===== src/rtl/spim_pkg.sv =====
// shared codes, widths and status bit positions for the spi master controller
package spim_pkg;

  localparam int MODE_W     = 2;
  localparam int DATA_W     = 16;
  localparam int CFG_IDX_W  = 3;
  localparam int CFG_DATA_W = 16;
  localparam int BAUD_W     = 3;
  localparam int CNT_W      = 5;
  localparam int PRESC_W    = 8;

  typedef logic [MODE_W-1:0] mode_t;
  typedef logic [DATA_W-1:0] data_t;

  localparam mode_t MODE_TICK   = 2'd0;
  localparam mode_t MODE_STATUS = 2'd1;
  localparam mode_t MODE_READ   = 2'd2;
  localparam mode_t MODE_WRITE  = 2'd3;

  localparam logic [CFG_IDX_W-1:0] REG_BAUD   = 3'd0;
  localparam logic [CFG_IDX_W-1:0] REG_CPOL   = 3'd1;
  localparam logic [CFG_IDX_W-1:0] REG_CPHA   = 3'd2;
  localparam logic [CFG_IDX_W-1:0] REG_LSB    = 3'd3;
  localparam logic [CFG_IDX_W-1:0] REG_WIDE   = 3'd4;
  localparam logic [CFG_IDX_W-1:0] REG_ENABLE = 3'd5;

  localparam int ST_RXNE_BIT = 0;
  localparam int ST_TXE_BIT  = 1;
  localparam int ST_OVR_BIT  = 6;
  localparam int ST_BSY_BIT  = 7;

endpackage


===== src/rtl/spi_master_controller.sv =====
// spi master controller: bus access and tick decode, shifter, buffers, result register
//
// channel   direction  handshake               payload
// in        sink       in_valid / in_stall     mode, write_data, miso_in
// out       source     out_valid / out_stall   read_data, sck_out, mosi_out, status flags
// cfg       sink       cfg_valid / cfg_ready   cfg_index, cfg_data
//
// one beat per cycle while in_stall is low: each accepted beat updates all state and loads the result
// register in the same cycle, so the result appears in the cycle after acceptance
// in_stall rises only while the result register holds a beat that is stalled
// rst is synchronous and clears all state but the result register payload; sck rests at the configured polarity
// cfg_ready is always high; the user must write registers only while the block is idle, the block does not enforce it
module spi_master_controller (
  input  logic                               clk,
  input  logic                               rst,
  input  logic                               in_valid,
  output logic                               in_stall,
  input  spim_pkg::mode_t                    mode,
  input  spim_pkg::data_t                    write_data,
  input  logic                               miso_in,
  output logic                               out_valid,
  input  logic                               out_stall,
  output spim_pkg::data_t                    read_data,
  output logic                               sck_out,
  output logic                               mosi_out,
  output logic                               tx_empty,
  output logic                               rx_full,
  output logic                               busy_res,
  output logic                               overrun,
  input  logic                               cfg_valid,
  output logic                               cfg_ready,
  input  logic [spim_pkg::CFG_IDX_W-1:0]     cfg_index,
  input  logic [spim_pkg::CFG_DATA_W-1:0]    cfg_data
);
  import spim_pkg::*;

  // configuration
  logic [BAUD_W-1:0] baud_code;
  logic clock_polarity, clock_phase, lsb_first, wide_frame, enable;

  // state
  data_t tx_buffer, shift_reg, rx_buffer;
  logic tx_buffer_empty, rx_buffer_full, overrun_flag, overrun_data_read;
  logic [CNT_W-1:0] bit_count;
  logic [PRESC_W-1:0] prescale_count;
  logic sck_level, shifting, mosi_level;

  data_t tx_buffer_next, shift_reg_next, rx_buffer_next, rd_next;
  logic tx_buffer_empty_next, rx_buffer_full_next, overrun_flag_next, overrun_data_read_next;
  logic [CNT_W-1:0] bit_count_next;
  logic [PRESC_W-1:0] prescale_count_next;
  logic sck_level_next, shifting_next, mosi_level_next;

  logic in_accept;
  logic [CNT_W-1:0] frame_len;
  data_t frame_mask;
  logic [PRESC_W-1:0] prescale_inc;
  logic [PRESC_W:0] baud_limit;
  logic leading;

  function automatic logic out_bit(input data_t s, input logic lsb, input logic wide);
    logic b;
    if (lsb) begin
      b = s[0];
    end else if (wide) begin
      b = s[15];
    end else begin
      b = s[7];
    end
    return b;
  endfunction

  assign in_stall  = out_valid & out_stall;
  assign in_accept = in_valid & ~in_stall;
  assign cfg_ready = 1'b1;

  assign frame_len    = wide_frame ? CNT_W'(16) : CNT_W'(8);
  assign frame_mask   = wide_frame ? 16'hffff : 16'h00ff;
  assign prescale_inc = prescale_count + PRESC_W'(1);
  assign baud_limit   = (PRESC_W+1)'(1) << baud_code;

  always_comb begin
    tx_buffer_next         = tx_buffer;
    tx_buffer_empty_next   = tx_buffer_empty;
    shift_reg_next         = shift_reg;
    rx_buffer_next         = rx_buffer;
    rx_buffer_full_next    = rx_buffer_full;
    overrun_flag_next      = overrun_flag;
    overrun_data_read_next = overrun_data_read;
    bit_count_next         = bit_count;
    prescale_count_next    = prescale_count;
    shifting_next          = shifting;
    mosi_level_next        = mosi_level;
    sck_level_next         = shifting ? sck_level : clock_polarity;
    rd_next                = '0;
    leading                = 1'b0;
    case (mode)
      MODE_TICK: begin
        if (enable) begin
          if (!shifting) begin
            if (!tx_buffer_empty) begin
              shift_reg_next       = tx_buffer & frame_mask;
              tx_buffer_empty_next = 1'b1;
              shifting_next        = 1'b1;
              bit_count_next       = '0;
              prescale_count_next  = '0;
              sck_level_next       = clock_polarity;
              if (!clock_phase) begin
                mosi_level_next = out_bit(tx_buffer & frame_mask, lsb_first, wide_frame);
              end
            end
          end else begin
            prescale_count_next = prescale_inc;
            if ({1'b0, prescale_inc} >= baud_limit) begin
              prescale_count_next = '0;
              sck_level_next      = ~sck_level_next;
              leading             = sck_level_next != clock_polarity;
              if (leading ^ clock_phase) begin
                if (bit_count < frame_len) begin
                  if (lsb_first) begin
                    shift_reg_next = wide_frame ? {miso_in, shift_reg[15:1]}
                                                : {8'h00, miso_in, shift_reg[7:1]};
                  end else begin
                    shift_reg_next = wide_frame ? {shift_reg[14:0], miso_in}
                                                : {8'h00, shift_reg[6:0], miso_in};
                  end
                  bit_count_next = bit_count + CNT_W'(1);
                end
              end else if (bit_count < frame_len) begin
                mosi_level_next = out_bit(shift_reg, lsb_first, wide_frame);
              end
              if (!leading && bit_count_next >= frame_len) begin
                shifting_next = 1'b0;
                if (rx_buffer_full) begin
                  overrun_flag_next = 1'b1;
                end else begin
                  rx_buffer_next      = shift_reg_next & frame_mask;
                  rx_buffer_full_next = 1'b1;
                end
              end
            end
          end
        end
      end
      MODE_STATUS: begin
        rd_next[ST_RXNE_BIT] = rx_buffer_full;
        rd_next[ST_TXE_BIT]  = tx_buffer_empty;
        rd_next[ST_OVR_BIT]  = overrun_flag;
        rd_next[ST_BSY_BIT]  = shifting | ~tx_buffer_empty;
        if (overrun_data_read) begin
          overrun_flag_next = 1'b0;
        end
        overrun_data_read_next = 1'b0;
      end
      MODE_READ: begin
        rd_next             = rx_buffer;
        rx_buffer_full_next = 1'b0;
        if (overrun_flag) begin
          overrun_data_read_next = 1'b1;
        end
      end
      default: begin
        tx_buffer_next       = write_data & frame_mask;
        tx_buffer_empty_next = 1'b0;
      end
    endcase
  end

  // configuration writes
  always_ff @(posedge clk) begin
    if (rst) begin
      baud_code      <= '0;
      clock_polarity <= 1'b0;
      clock_phase    <= 1'b0;
      lsb_first      <= 1'b0;
      wide_frame     <= 1'b0;
      enable         <= 1'b0;
    end else if (cfg_valid && cfg_ready) begin
      case (cfg_index)
        REG_BAUD:   baud_code      <= cfg_data[BAUD_W-1:0];
        REG_CPOL:   clock_polarity <= cfg_data[0];
        REG_CPHA:   clock_phase    <= cfg_data[0];
        REG_LSB:    lsb_first      <= cfg_data[0];
        REG_WIDE:   wide_frame     <= cfg_data[0];
        REG_ENABLE: enable         <= cfg_data[0];
        default: ;
      endcase
    end
  end

  // state update on each accepted beat
  always_ff @(posedge clk) begin
    if (rst) begin
      tx_buffer         <= '0;
      tx_buffer_empty   <= 1'b1;
      shift_reg         <= '0;
      rx_buffer         <= '0;
      rx_buffer_full    <= 1'b0;
      overrun_flag      <= 1'b0;
      overrun_data_read <= 1'b0;
      bit_count         <= '0;
      prescale_count    <= '0;
      sck_level         <= 1'b0;
      shifting          <= 1'b0;
      mosi_level        <= 1'b0;
    end else if (in_accept) begin
      tx_buffer         <= tx_buffer_next;
      tx_buffer_empty   <= tx_buffer_empty_next;
      shift_reg         <= shift_reg_next;
      rx_buffer         <= rx_buffer_next;
      rx_buffer_full    <= rx_buffer_full_next;
      overrun_flag      <= overrun_flag_next;
      overrun_data_read <= overrun_data_read_next;
      bit_count         <= bit_count_next;
      prescale_count    <= prescale_count_next;
      sck_level         <= sck_level_next;
      shifting          <= shifting_next;
      mosi_level        <= mosi_level_next;
    end
  end

  // result register
  always_ff @(posedge clk) begin
    if (rst) begin
      out_valid <= 1'b0;
    end else if (in_accept) begin
      out_valid <= 1'b1;
    end else if (!out_stall) begin
      out_valid <= 1'b0;
    end
  end

  always_ff @(posedge clk) begin
    if (in_accept) begin
      read_data <= rd_next;
      sck_out   <= sck_level_next;
      mosi_out  <= mosi_level_next;
      tx_empty  <= tx_buffer_empty_next;
      rx_full   <= rx_buffer_full_next;
      busy_res  <= shifting_next | ~tx_buffer_empty_next;
      overrun   <= overrun_flag_next;
    end
  end

endmodule


===== config.mk =====
export PLATFORM = sky130hd
export DESIGN_NAME = spi_master_controller
export DESIGN_NICKNAME = d
export VERILOG_FILES = /design/src/rtl/spim_pkg.sv /design/src/rtl/spi_master_controller.sv
export SDC_FILE = /design/constraint.sdc
export NUM_CORES = 1
export LEC_CHECK = 0
export ABC_AREA = 1
export BUFFER_PORTS_ARGS = -buffer_cell sky130_fd_sc_hd__buf_2
export CAP_MARGIN = 30
export CORE_UTILIZATION = 58
export DETAILED_ROUTE_END_ITERATION = 10
export GPL_TIMING_DRIVEN = 1
export PLACE_DENSITY = 0.89
export SLEW_MARGIN = 20
export SYNTH_ARGS = -nofsm -noshare
export SYNTH_HDL_FRONTEND = slang
export SYNTH_SLANG_ARGS = --single-unit

===== constraint.sdc =====
create_clock -name clk -period 3.3 [get_ports clk]
set_input_delay 0.165 -clock clk [delete_from_list [all_inputs] [get_ports clk]]
set_output_delay 0.165 -clock clk [all_outputs]
set_load 0.05 [all_outputs]

# Word level (Yosys, flattened, before mapping)
# Cells that the tools add are included.
totals:
  reg_bits: 99
  ram_bits: 0
  memories: 0
  input_bits: 43
  rom_bits: 0
  latchBits: 0
  output_inout_bits: 25
classes:
  n_bitwise: 14
  muxes: 71
  n_eq_ne: 12
  magnitude_cmp: 3
  n_shift: 1
  reduce_logical: 18
  addsub: 2
  div: 0
  multipliers: 0
op_table:
  columns: ["op", "n"]
  rows:
  - ["2-to-1 mux 16 bit", 13]
  - ["2-to-1 mux 5 bit", 10]
  - ["AND 16 bit", 3]
  - ["2-to-1 mux 1 bit", 39]
  - ["2-to-1 mux 8 bit", 3]
  - ["AND reduction 2 bit", 7]
  - [">= comparator 8 x 9 -> 1 bit", 1]
  - ["left shift 1 x 3 -> 9 bit, first input constant", 1]
  - ["adder 8 x 1 -> 8 bit, second input constant", 1]
  - ["case mux 1 bit (2 select lines)", 4]
  - ["case mux 2 bit (2 select lines)", 2]
  - ["AND reduction 7 bit", 1]
  - ["== test 3 x 2 -> 1 bit, second input constant", 2]
  - ["== test 3 bit, second input constant", 2]
  - ["inequality test 2 x 1 -> 1 bit, second input constant", 3]
  - ["NOT 1 bit", 6]
  - ["adder 5 x 1 -> 5 bit, second input constant", 1]
  - [">= comparator 5 bit", 1]
  - ["< comparator 5 bit", 1]
  - ["AND reduction 5 bit", 1]
  - ["AND reduction 4 bit", 1]
  - ["== test 3 x 1 -> 1 bit, second input constant", 1]
  - ["zero test 3 bit", 1]
  - ["AND reduction 3 bit", 1]
  - ["other kinds (13)", 15]

# Depth between registers and ports, before layout
# Gate-level depths: netlist of the first run.
logic_depth:
  ltp_word: 17
  mapped_depth: 20
  mapped_depth_nobuf: 19

# Worst setup path before layout of the first run
# No wires, ideal clock.
synth_path:
  path_type: "register to register"
  from: "reg wide_frame"
  to: "reg rx_buffer[6]"
  path_slack_ns: 0.442
  required_time_ns: 3.186
  stages_incl_launch_ff: 20
  arrival_time_ns: 2.744
  setup_time_ns: 0.114
  synth_period_minus_slack_ns: 2.858
  path_buffers: 1
  cell_sequence: "dfxtp_1 clkinv_1 ha_1 o21ai_2 nand2_1 inv_1 nand2_4 inv_2 nand4_1 xor2_1 inv_1 ha_1 nand2_1 nor2_1 nand2_1 nand2_2 nand4_4 buf_2 o21bai_1 nor2_1"
synth_via:
  elab_chain_len: 11
  word_cells_on_any_way: 18
synth_lines:
  columns: ["item", "line", "source"]
  rows:
  - ["from (decl)", "spi_master_controller.sv:39", "logic clock_polarity, clock_phase, lsb_first, wide_frame, enable;"]
  - ["from (signal assigned)", "spi_master_controller.sv:184", "REG_WIDE: wide_frame <= cfg_data[0];"]
  - ["2-to-1 mux 5 bit (*)", "spi_master_controller.sv:77", "assign frame_len = wide_frame ? CNT_W'(16) : CNT_W'(8);"]
  - ["< comparator 5 bit", "spi_master_controller.sv:119", "if (bit_count < frame_len) begin"]
  - ["2-to-1 mux 5 bit", "spi_master_controller.sv:119", null]
  - ["2-to-1 mux 5 bit", "spi_master_controller.sv:118", "if (leading ^ clock_phase) begin"]
  - ["2-to-1 mux 5 bit", "spi_master_controller.sv:114", "if ({1'b0, prescale_inc} >= baud_limit) begin"]
  - ["2-to-1 mux 5 bit", "spi_master_controller.sv:100", "if (!shifting) begin"]
  - ["2-to-1 mux 5 bit", "spi_master_controller.sv:99", "if (enable) begin"]
  - ["2-to-1 mux 5 bit", "spi_master_controller.sv:97", "case (mode)"]
  - [">= comparator 5 bit", "spi_master_controller.sv:132", "if (!leading && bit_count_next >= frame_len) begin"]
  - ["logical AND 1 bit", "spi_master_controller.sv:132", null]
  - ["AND reduction 7 bit (no line)", null, null]
  - ["to (signal assigned)", "spi_master_controller.sv:210", "rx_buffer <= rx_buffer_next;"]
  - ["to (decl)", "spi_master_controller.sv:42", "data_t tx_buffer, shift_reg, rx_buffer;"]
# Mark *: on every way between the ends. The rest lies on a longest branch, timed or not. The select of a mux whose other input is x is not followed.
# A chain may end at the register's enable or synchronous reset.

# Final worst setup path of the first run
layout_path:
  from: "reg wide_frame"
  to: "reg rx_buffer[3]"
# Same word-level chain as after synthesis.

==> impl_metrics.csv, run 1 <==
group,metric,value,unit
status,status,"finished, final reports clean",
sta,setup_violations,0,
cts,clock-sinks,99,
place,dp_cells,858,
sta,slew_violations,0,
worst_setup_path,arrival,3.28,ns
synthesis,syn_avg_cell_area,7.290,um2
detailed_routing,routed.top_layer,"met4",
worst_setup_path,critical_path.max_stage_delay,0.35,ns
global_route,grt-ovfl-total,0,
layout,layoutNonFillerInstCount,877,
detailed_routing,met3_length,986,um
run,drv_cap,0,
power_and_ir_drop,p_seq_share,54.2,%
global_route,grt_usage,24.82,%
floorplanning,io_pins,68,
floorplanning,fp.dieW,97.06,um
sta,fin_crit_sh,91.18,%
power_and_ir_drop,p_sw_share,30.16,%
synthesis,syn_nets,779,
worst_setup_path,cp_slowest_cell,"dfxtp_1",
power_and_ir_drop,leakage,2.534,nW
detailed_routing,wl,12.02,mm
worst_setup_path,critPathKind,"register to register",
floorplanning,die_h,97.06,um
synthesis,synth_xor_xnor_area_share,1.170,%
min_path,holdPathEnd,"out_valid",
global_route,grt_pass1_vias,4288,
synthesis,synth_warnings,0,
synthesis,synthAdderAreaFrac,4.058,%
detailed_routing,firstDrtPassIters,5,
layout,antenna_cells,0,
cts,path_clk_slew,0.11,ns
worst_setup_path,critical_path.max_fanout,8,
min_path,min-delay-start,"in_valid",
sta,hold_viol_final,0,
power_and_ir_drop,p_int,1.660,mW
cts,clock_path_buffers,2,
cts,cts-hold-fix-buffers,0,
detailed_routing,wl_per_cell,13.71,um
sta,clock.fmax,332.3,MHz
power_and_ir_drop,clockPowerShare,32.9,%
floorplanning,coreArea,8721,um2
worst_setup_path,startpoint_type,"register",
power_and_ir_drop,max-vdd-ir-drop,0.2256,mV
sta,worstMarginPinSlew,0.8966,ns
synthesis,seq_area_frac_synth,42.01,%
cts,htreeDepth,3,
floorplanning,die-area,9421,um2
detailed_routing,drt-initial-drc-count,466,
place,dp_hpwl,8.167,mm
power_and_ir_drop,pwr-share-comb,13.0,%
sta,max_slew_margin,40.16,%
cts,cts_tree,"built",
detailed_routing,ant_nets,0,
worst_setup_path,r2r_setup_slack,0.29,ns
min_path,holdPathStages,3,
synthesis,synth_top_family_by_area,"simple AND/OR/NAND/NOR gates",
floorplanning,rows,34,
global_route,grt_max_degree,45,
worst_setup_path,worstSetupEndpointType,"register",
worst_setup_path,crit_top_cell,"nand2_1",
worst_setup_path,crit_path_cell_trace,"clkinv_1 -> ha_1 -> o21ai_2 -> nand2_1 -> inv_1 -> nand2_4 -> inv_2 -> nand4_1 -> xor2_1 -> inv_1 -> ha_1 -> nand2_1 -> nor2_1 -> nand2_1 -> nand2_2 -> nand4_2 -> o21bai_1 -> nor2_1",
worst_setup_path,cp.required,3.57,ns
detailed_routing,viasPerCell,5.561,
global_route,grt_pass1_wl,19.32,mm
synthesis,synth-simple-area-share,20.67,%
synthesis,yosysUniqueCellTypes,42,
synthesis,syn-instance-count,719,
cts,cts_root_buf,"clkbuf_8",
synthesis,synth-seq-cells,99,
detailed_routing,via_count,4877,
layout,final_nets,824,
place,gp_congestion,0.8988,
sta,finClkSkew,0.01468,ns
min_path,min_path_type,"input pin to register",
synthesis,synthMuxAreaShare,0.1910,%
global_route,antenna_found_initial,0,
floorplanning,initial_core_util,60.10,%
layout,fill_cells,711,
synthesis,syn-cell-area,5241,um2
layout,syn_to_final_growth,11.08,%
power_and_ir_drop,p_switching,0.7167,mW
place,io_buffers,53,
cts,clk_latency,0.37,ns
synthesis,synth_compound_area_share,19.89,%
worst_setup_path,rr_endpoint,"rx_buffer[3]",
cts,cts_inserted_buffers,9,
detailed_routing,met1Wirelength,5.154,mm
layout,drive_above_1_share,12.87,%
detailed_routing,drc_errors,0,
sta,fin_crit,3.009,ns
power_and_ir_drop,power_density,408.2,nW/um2
worst_setup_path,r2r_start,"wide_frame",
worst_setup_path,rr_worst_depth,18,
sta,finalSetupTns,0,ns
detailed_routing,wl_met2,5.665,mm
[cell usage after synthesis (all sizes together)]
cell type | instances | area share [%]
a211oi | 9 | 1.3
a21oi | 62 | 5.9
a22oi | 9 | 1.3
a31oi | 3 | 0.36
and3 | 1 | 0.12
buf | 8 | 1.1
clkbuf | 23 | 1.6
clkinv | 2 | 0.14
conb | 1 | 0.072
dfxtp | 77 | 29
edfxtp | 22 | 13
ha | 17 | 4.1
inv | 127 | 9.1
mux2i | 1 | 0.19
nand2 | 149 | 11
nand3 | 27 | 2.6
nand3b | 1 | 0.14
nand4 | 10 | 1.6
nor2 | 53 | 4.0
nor3 | 5 | 0.79
nor4 | 3 | 0.36
o2111ai | 1 | 0.17
o211ai | 2 | 0.29
o21a | 1 | 0.14
o21ai | 72 | 7.0
o21bai | 13 | 1.9
o22ai | 13 | 1.6
xnor2 | 3 | 0.50
xor2 | 4 | 0.67
[placed cells by master (no fill, tap or decap), types with 13 or more instances in the layout]
cell type	synthesis	routed
nand2_1	143	143
inv_1	124	124
dfxtp_1	77	77
a21oi_1	62	62
o21ai_0	61	61
buf_2	5	53
nor2_1	50	50
nand3_1	27	27
edfxtp_1	22	22
ha_1	17	17
o21bai_1	13	13
o22ai_1	13	13
[what timing repair did]
| action | 4_1_cts | 5_1_grt |
|---|---|---|
| gates resized for setup | 0 | 2 |
| setup buffers | 0 | 0 |
| endpoints found under the setup margin | 0 | 17 |
[cell type report]
cell class	count	area [um2]	area share, %
Inverter	129	484.2	8.317
Multi-Input combinational cell	462	2447	42.04
Clock buffer	9	123.9	2.128
Tap cell	108	135.1	2.321
Sequential cell	99	2202	37.83
Timing Repair Buffer	63	347.8	5.975
Clock inverter	7	81.33	1.397
[cells by family (layout without fill, tap and decap cells)]
family	after synthesis	in the layout
other cells	1	1
buf+inv	160	208
flops	99	99
xor+xnor	7	7
compound gates	185	185
mux	1	1
fa+ha+maj	17	17
simple gates	249	251
[worst max-delay path, delay by kind of cell (launching register included)]
kind	cells	cell delay [ns]
simple gates	9	1.05
fa+ha+maj	2	0.59
buf+inv	4	0.38
flops	1	0.35
compound gates	2	0.32
xor+xnor	1	0.22
[stage by stage]
step	hold slack (ns)	total power [mW]	area, um2	util, %	setup WS (ns)
global route	0.06878	2.469	5822	66.76	-0.02443
floorplan	0.3296	1.531	5241	-	0.4421
global placement	0.4380	1.601	5568	63.85	0.4038
detailed placement	0.4476	1.611	5568	63.85	0.2852
CTS	0.06504	2.373	5773	66.20	0.2310
finish	0.06507	2.376	5822	66.76	0.2910
[power by group through the flow]
| stage | sequential [mW] | combinational, mW | clock, mW |
|---|---|---|---|
| final | 1.29 | 0.308 | 0.781 |
| after CTS | 1.29 | 0.299 | 0.786 |
| after global placement | 1.31 | 0.287 | 0 |
| after global routing | 1.29 | 0.334 | 0.843 |
| after detailed placement | 1.32 | 0.295 | 0 |
| after floorplan | 1.37 | 0.162 | 0 |
[how the worst max path moves through the flow]
stage                       from            end  slack (ns)  cells past startpoint
2_1_floorplan         wide_frame   rx_buffer[6]        0.44                     19
3_3_place_gp   prescale_count[0]  rx_buffer[11]        0.40                     14
3_5_place_dp   prescale_count[0]  rx_buffer[12]        0.29                     14
4_1_cts        prescale_count[0]  rx_buffer[13]        0.23                     14
5_1_grt        prescale_count[0]   rx_buffer[5]       -0.02                     14
6_report              wide_frame   rx_buffer[3]        0.29                     18
[metal layers]
| layer | track usage (%) | vias up |
|---|---|---|
| li1 | - | 2438 |
| met1 | 33.02 | 2166 |
| met2 | 40.85 | 249 |
| met3 | 4.101 | 24 |
| met4 | 8.840 | 0 |
| met5 | 0 | - |
Note: power is estimated with default switching activity, not from simulation.
==> run 2, diff against run 1 <==
--- a/config.mk
+++ b/config.mk
@@ -6,12 +6,12 @@
 export NUM_CORES = 1
 export LEC_CHECK = 0
 export ABC_AREA = 1
-export BUFFER_PORTS_ARGS = -buffer_cell sky130_fd_sc_hd__buf_2
 export CAP_MARGIN = 30
-export CORE_UTILIZATION = 58
+export CORE_UTILIZATION = 60
 export DETAILED_ROUTE_END_ITERATION = 10
+export DONT_BUFFER_PORTS = 1
 export GPL_TIMING_DRIVEN = 1
-export PLACE_DENSITY = 0.89
+export PLACE_DENSITY = 0.85
 export SLEW_MARGIN = 20
 export SYNTH_ARGS = -nofsm -noshare
 export SYNTH_HDL_FRONTEND = slang
==> run 2 against run 1 <==
Register-to-register slack improved by 0.02 ns; combinational power decreased by 23%; largest cell class unchanged; first-iteration DRC count decreased by 14%; core utilization increased by 2.2 points; wire length increased by 0.86%.
==> impl_metrics.csv, run 2 (synthesized netlist as in run 1, its figures left out) <==
group,metric,value,unit
status,status,"finished, final reports clean",
sta,finClkSkew,0.01569,ns
sta,clock.fmax,334.5,MHz
cts,clock_path_buffers,2,
place,place_worst_setup_slack,0.2740,ns
place,dp_cells,800,
layout,drive_above_1_share,6.122,%
place,gp_congestion,0.8783,
cts,cts_tree,"built",
sta,finalSetupTns,0,ns
layout,mostFrequentLayoutCells,"143 x nand2_1, 124 x inv_1, 77 x dfxtp_1, 62 x a21oi_1, 61 x o21ai_0",
power_and_ir_drop,totalPowerFinal,2.370,mW
cts,cts_inserted_buffers,9,
power_and_ir_drop,max-vdd-ir-drop,0.2093,mV
layout,final_nets,790,
layout,fill_cells,665,
cts,clock-sinks,99,
global_route,antenna_found_initial,0,
worst_setup_path,critical_path.max_stage_delay,0.42,ns
worst_setup_path,cp_slowest_cell,"dfxtp_1",
layout,multi_input_area,2435,um2
sta,rsz0062_at_grt,"no",
global_route,grt_pass1_vias,4202,
floorplanning,coreArea,8341,um2
floorplanning,rows,33,
cts,path_clk_slew,0.11,ns
detailed_routing,ant_nets,0,
detailed_routing,via_count,4731,
power_and_ir_drop,leakage,2.398,nW
sta,setup_violations,0,
floorplanning,io_pins,68,
sta,hold_ws,0.006769,ns
worst_setup_path,arrival,3.28,ns
sta,fin_ws,0.3108,ns
sta,fin_crit_sh,90.58,%
layout,syn_to_final_growth,9.788,%
sta,fin_crit,2.989,ns
min_path,min_path_type,"input pin to register",
detailed_routing,drt-initial-drc-count,399,
place,dp_hpwl,8.003,mm
worst_setup_path,critPathKind,"register to register",
sta,slew_violations,0,
global_route,grt_usage,27.73,%
global_route,grt-ovfl-total,0,
global_route,grt_max_degree,45,
floorplanning,initial_core_util,62.84,%
worst_setup_path,startpoint_type,"register",
floorplanning,fp.dieW,95.47,um
layout,regArea,2202,um2
cts,cts_root_buf,"clkbuf_8",
floorplanning,die_h,95.47,um
detailed_routing,wl_per_cell,14.43,um
cts,clk_latency,0.39,ns
worst_setup_path,worstSetupEndpointType,"register",
detailed_routing,firstDrtPassIters,5,
detailed_routing,wl,12.13,mm
sta,max_slew_margin,58.27,%
worst_setup_path,crit_path_cell_trace,"ha_1 -> nand2_1 -> inv_1 -> nand4_1 -> xnor2_1 -> ha_1 -> and3_1 -> nand3b_1 -> nand4_2 -> nand2_1 -> nor2_4 -> nand4_4 -> o21bai_1 -> nor2_1",
layout,layoutNonFillerInstCount,840,
worst_setup_path,cp.required,3.59,ns
place,io_buffers,0,
cts,htreeDepth,3,
run,drv_cap,0,
layout,antenna_cells,0,
sta,hold_viol_final,0,
detailed_routing,viasPerCell,5.632,
cts,post-cts-setup-buffer-count,0,
worst_setup_path,rr_worst_depth,14,
sta,worstMarginPinSlew,0.6259,ns
min_path,holdPathStages,2,
worst_setup_path,critical_path.max_fanout,16,
power_and_ir_drop,power_density,411.8,nW/um2
global_route,grt_pass1_wl,19.50,mm
floorplanning,die-area,9114,um2
detailed_routing,drc_errors,0,
layout,final_common_cell,"nand2_1",
## run 2: worst max-delay path: cells and delay by family (launching register included)
| kind | cells | cell delay [ns] |
|---|---|---|
| simple gates | 9 | 1.44 |
| fa+ha+maj | 2 | 0.53 |
| flops | 1 | 0.42 |
| compound gates | 1 | 0.26 |
| xor+xnor | 1 | 0.17 |
| buf+inv | 1 | 0.09 |
## run 2: final timing paths
check                    start       endpoint  slack (ns)
max          prescale_count[0]  rx_buffer[13]        0.31
min             write_data[10]  tx_buffer[10]       0.007
max reg2reg  prescale_count[0]  rx_buffer[13]        0.31
min reg2reg       tx_buffer[3]   tx_buffer[3]        0.45
## run 2: power breakdown
part           switching, mW  internal [mW]
sequential            0.0750           1.27
combinational          0.157         0.0806
clock                  0.483          0.301
total                  0.715           1.66
## run 2: metrics by stage
| step | area [um2] | util (%) |
|---|---|---|
| floorplan | 5241 | - |
| global placement | 5284 | 63.35 |
| detailed placement | 5284 | 63.35 |
| CTS | 5707 | 68.42 |
| global route | 5754 | 68.99 |
| finish | 5754 | 68.99 |
## run 2: routing by layer
layer	global-route usage, %	share of wire [%]	wire length (um)	vias to the layer above
met4	11.07	3.0	360	0
met2	44.40	46	5585	208
met1	36.68	44	5277	2113
met5	0	0	0	-
li1	-	-	-	2378
met3	5.423	7.4	901	32
## run 2: cell type report
cell class	instances	share of cell area (%)
clock buffers	9	2.153
clock inverters	7	1.370
inverters	129	8.415
multi-input cells	461	42.31
flip-flops and latches	99	38.27
well taps	105	2.283
repair buffers	30	5.197
## run 2: what timing repair did
item,in CTS,in global routing
gates resized for setup,0,1
endpoints found under the setup margin,0,16
endpoints found under the hold margin,55,0
hold buffers,21,0
==> run 3, diff against run 2 <==
--- a/config.mk
+++ b/config.mk
@@ -7,11 +7,11 @@
 export LEC_CHECK = 0
 export ABC_AREA = 1
 export CAP_MARGIN = 30
-export CORE_UTILIZATION = 60
+export CORE_UTILIZATION = 35
 export DETAILED_ROUTE_END_ITERATION = 10
 export DONT_BUFFER_PORTS = 1
 export GPL_TIMING_DRIVEN = 1
-export PLACE_DENSITY = 0.85
+export PLACE_DENSITY = 0.58
 export SLEW_MARGIN = 20
 export SYNTH_ARGS = -nofsm -noshare
 export SYNTH_HDL_FRONTEND = slang
==> constraint.sdc (replaced) <==
create_clock -name clk -period 3.3 [get_ports clk]
set_input_delay 0.495 -clock clk [delete_from_list [all_inputs] [get_ports clk]]
set_output_delay 0.495 -clock clk [all_outputs]
set_load 0.05 [all_outputs]
==> run 3 against run 2 <==
Register-to-register slack got worse by 0.04 ns; sequential power about the same; worst hold slack improved by 0.20 ns; maximum frequency down 1.5%; count of clock-buffer cells in the layout stayed put; clock skew fell by 0.0093 ns; global-route usage fell by 12 points; clock power is 31% higher.
==> impl_metrics.csv, run 3 (synthesized netlist as in run 1, its figures left out) <==
group,metric,value,unit
status,status,"finished, final reports clean",
floorplanning,rows,44,
floorplanning,die_h,124.4,um
sta,hold_viol_final,0,
floorplanning,coreArea,14590,um2
worst_setup_path,arrival,3.28,ns
worst_setup_path,cp.required,3.55,ns
worst_setup_path,crit_path_cell_trace,"ha_1 -> nand2_1 -> inv_1 -> nand4_1 -> xnor2_1 -> ha_1 -> and3_1 -> nand3b_1 -> nand4_2 -> nand2_1 -> nor2_4 -> nand4_4 -> o21bai_1 -> nor2_1",
cts,cts_tree,"built",
worst_setup_path,rr_endpoint,"rx_buffer[2]",
global_route,grt-ovfl-total,0,
layout,multi_input_area,2435,um2
worst_setup_path,r2r_setup_slack,0.27,ns
sta,finalSetupTns,0,ns
global_route,grt_max_degree,46,
sta,fin_crit,3.034,ns
sta,fin_ws,0.2658,ns
power_and_ir_drop,pwr-share-comb,8.0,%
place,place_worst_setup_slack,0.1628,ns
min_path,holdPathEnd,"tx_buffer[15]",
power_and_ir_drop,leakage,2.341,nW
min_path,min_path_type,"input pin to register",
power_and_ir_drop,p_switching,0.7155,mW
detailed_routing,viasPerCell,4.948,
layout,drive_above_1_share,6.162,%
global_route,grt_usage,15.80,%
place,dp_cells,881,
cts,path_clk_slew,0.07,ns
detailed_routing,ant_nets,0,
worst_setup_path,critical_path.max_stage_delay,0.43,ns
detailed_routing,via_count,4448,
place,postPlaceCellArea,5405,um2
sta,worstMarginPinSlew,0.6167,ns
sta,rsz0062_at_grt,"no",
sta,slew_violations,0,
layout,syn_to_final_growth,9.000,%
sta,clock.fmax,329.6,MHz
worst_setup_path,r2r_start,"prescale_count[0]",
min_path,holdPathStages,1,
cts,clock-sinks,99,
floorplanning,die-area,15470,um2
min_path,min-delay-start,"rst",
sta,max_slew_margin,58.89,%
layout,fill_cells,1485,
worst_setup_path,rr_worst_depth,14,
cts,clock_path_buffers,2,
cts,cts_inserted_buffers,9,
cts,post-cts-setup-buffer-count,0,
layout,regArea,2202,um2
global_route,antenna_found_initial,1,
worst_setup_path,critical_path.max_fanout,16,
layout,layoutNonFillerInstCount,899,
power_and_ir_drop,p_int,1.862,mW
cts,htreeDepth,3,
sta,fin_crit_sh,91.94,%
worst_setup_path,critPathKind,"register to register",
detailed_routing,wl_per_cell,13.61,um
layout,fin_area,5713,um2
floorplanning,fp.dieW,124.4,um
place,io_buffers,0,
cts,cts_root_buf,"clkbuf_16",
run,drv_cap,0,
sta,hold_ws,0.2082,ns
worst_setup_path,startpoint_type,"register",
sta,setup_violations,0,
worst_setup_path,worstSetupEndpointType,"register",
power_and_ir_drop,clockPowerShare,39.8,%
detailed_routing,firstDrtPassIters,4,
power_and_ir_drop,totalPowerFinal,2.577,mW
power_and_ir_drop,power_density,451.1,nW/um2
detailed_routing,drt-initial-drc-count,400,
layout,utilization,39.16,%
power_and_ir_drop,p_seq_share,52.2,%
floorplanning,io_pins,68,
global_route,grt_pass1_wl,19.67,mm
global_route,grt_pass1_vias,4035,
place,dp_hpwl,8.729,mm
sta,finClkSkew,0.006433,ns
layout,final_common_cell,"nand2_1",
power_and_ir_drop,max-vdd-ir-drop,0.2510,mV
detailed_routing,drc_errors,0,
worst_setup_path,cp_slowest_cell,"dfxtp_1",
place,gp_congestion,0.8522,
layout,mostFrequentLayoutCells,"143 x nand2_1, 124 x inv_1, 77 x dfxtp_1, 62 x a21oi_1, 61 x o21ai_0",
cts,clk_latency,0.35,ns
floorplanning,initial_core_util,35.93,%
detailed_routing,wl,12.23,mm
layout,final_nets,769,
power_and_ir_drop,p_sw_share,27.76,%
## run 3: changes by cell type in the layout (fill, tap and decap cells not counted)
cell	previous run	this run
inv_8	1	2
clkbuf_16	0	9
clkbuf_8	9	0
buf_12	1	0
clkinv_2	0	2
buf_4	7	8
dlygate4sd3_1	20	0
diode_2	0	1
buf_6	1	0
inv_6	3	2
clkinv_8	2	0
## run 3: how the worst max path moves through the flow
stage	from	to	slack (ns)	cells after the start
2_1_floorplan	wide_frame	rx_buffer[6]	0.44	19
3_3_place_gp	prescale_count[0]	rx_buffer[9]	0.27	14
3_5_place_dp	prescale_count[0]	rx_buffer[2]	0.16	14
4_1_cts	prescale_count[0]	rx_buffer[2]	0.16	14
5_1_grt	prescale_count[0]	rx_buffer[0]	0.02	14
6_report	prescale_count[0]	rx_buffer[2]	0.27	14
## run 3: layout make-up
cell class | instances | share of cell area [%]
multi-input combinational | 461 | 42.62
sequential | 99 | 38.55
inverter | 129 | 8.476
tap | 184 | 4.030
clock buffer | 9 | 3.942
timing repair buffer | 9 | 1.314
clock inverter | 7 | 1.029
antenna | 1 | 0.04380
## run 3: worst max-delay path, delay by kind of cell (launching register included)
kind,cells,cell delay (ns)
XOR/XNOR,1,0.18
AO/OA/AOI/OAI,1,0.25
buffers and inverters,1,0.09
adder cells (fa/ha/maj),2,0.53
AND/OR/NAND/NOR,9,1.42
flip-flops,1,0.43
## run 3: power groups by stage
stage | combinational (mW) | clock (mW) | sequential (mW)
2_1_floorplan | 0.162 | 0 | 1.37
3_3_place_gp | 0.198 | 0 | 1.37
3_5_place_dp | 0.202 | 0 | 1.37
4_1_cts | 0.203 | 1.05 | 1.35
5_1_grt | 0.233 | 1.11 | 1.35
6_report | 0.205 | 1.03 | 1.35
## run 3: timing repair
action / in CTS / in global routing
hold endpoints to repair: 0 / 0
setup endpoints to repair: 0 / 16
gates resized for setup: 0 / 1
hold buffers: 0 / 0
## run 3: layer usage
metal,vias up,wire length (um),track usage [%]
li1,2334,-,-
met1,1988,6100,22.16
met4,0,196,5.882
met2,112,5240,22.88
met3,14,697,4.381
met5,-,0,0
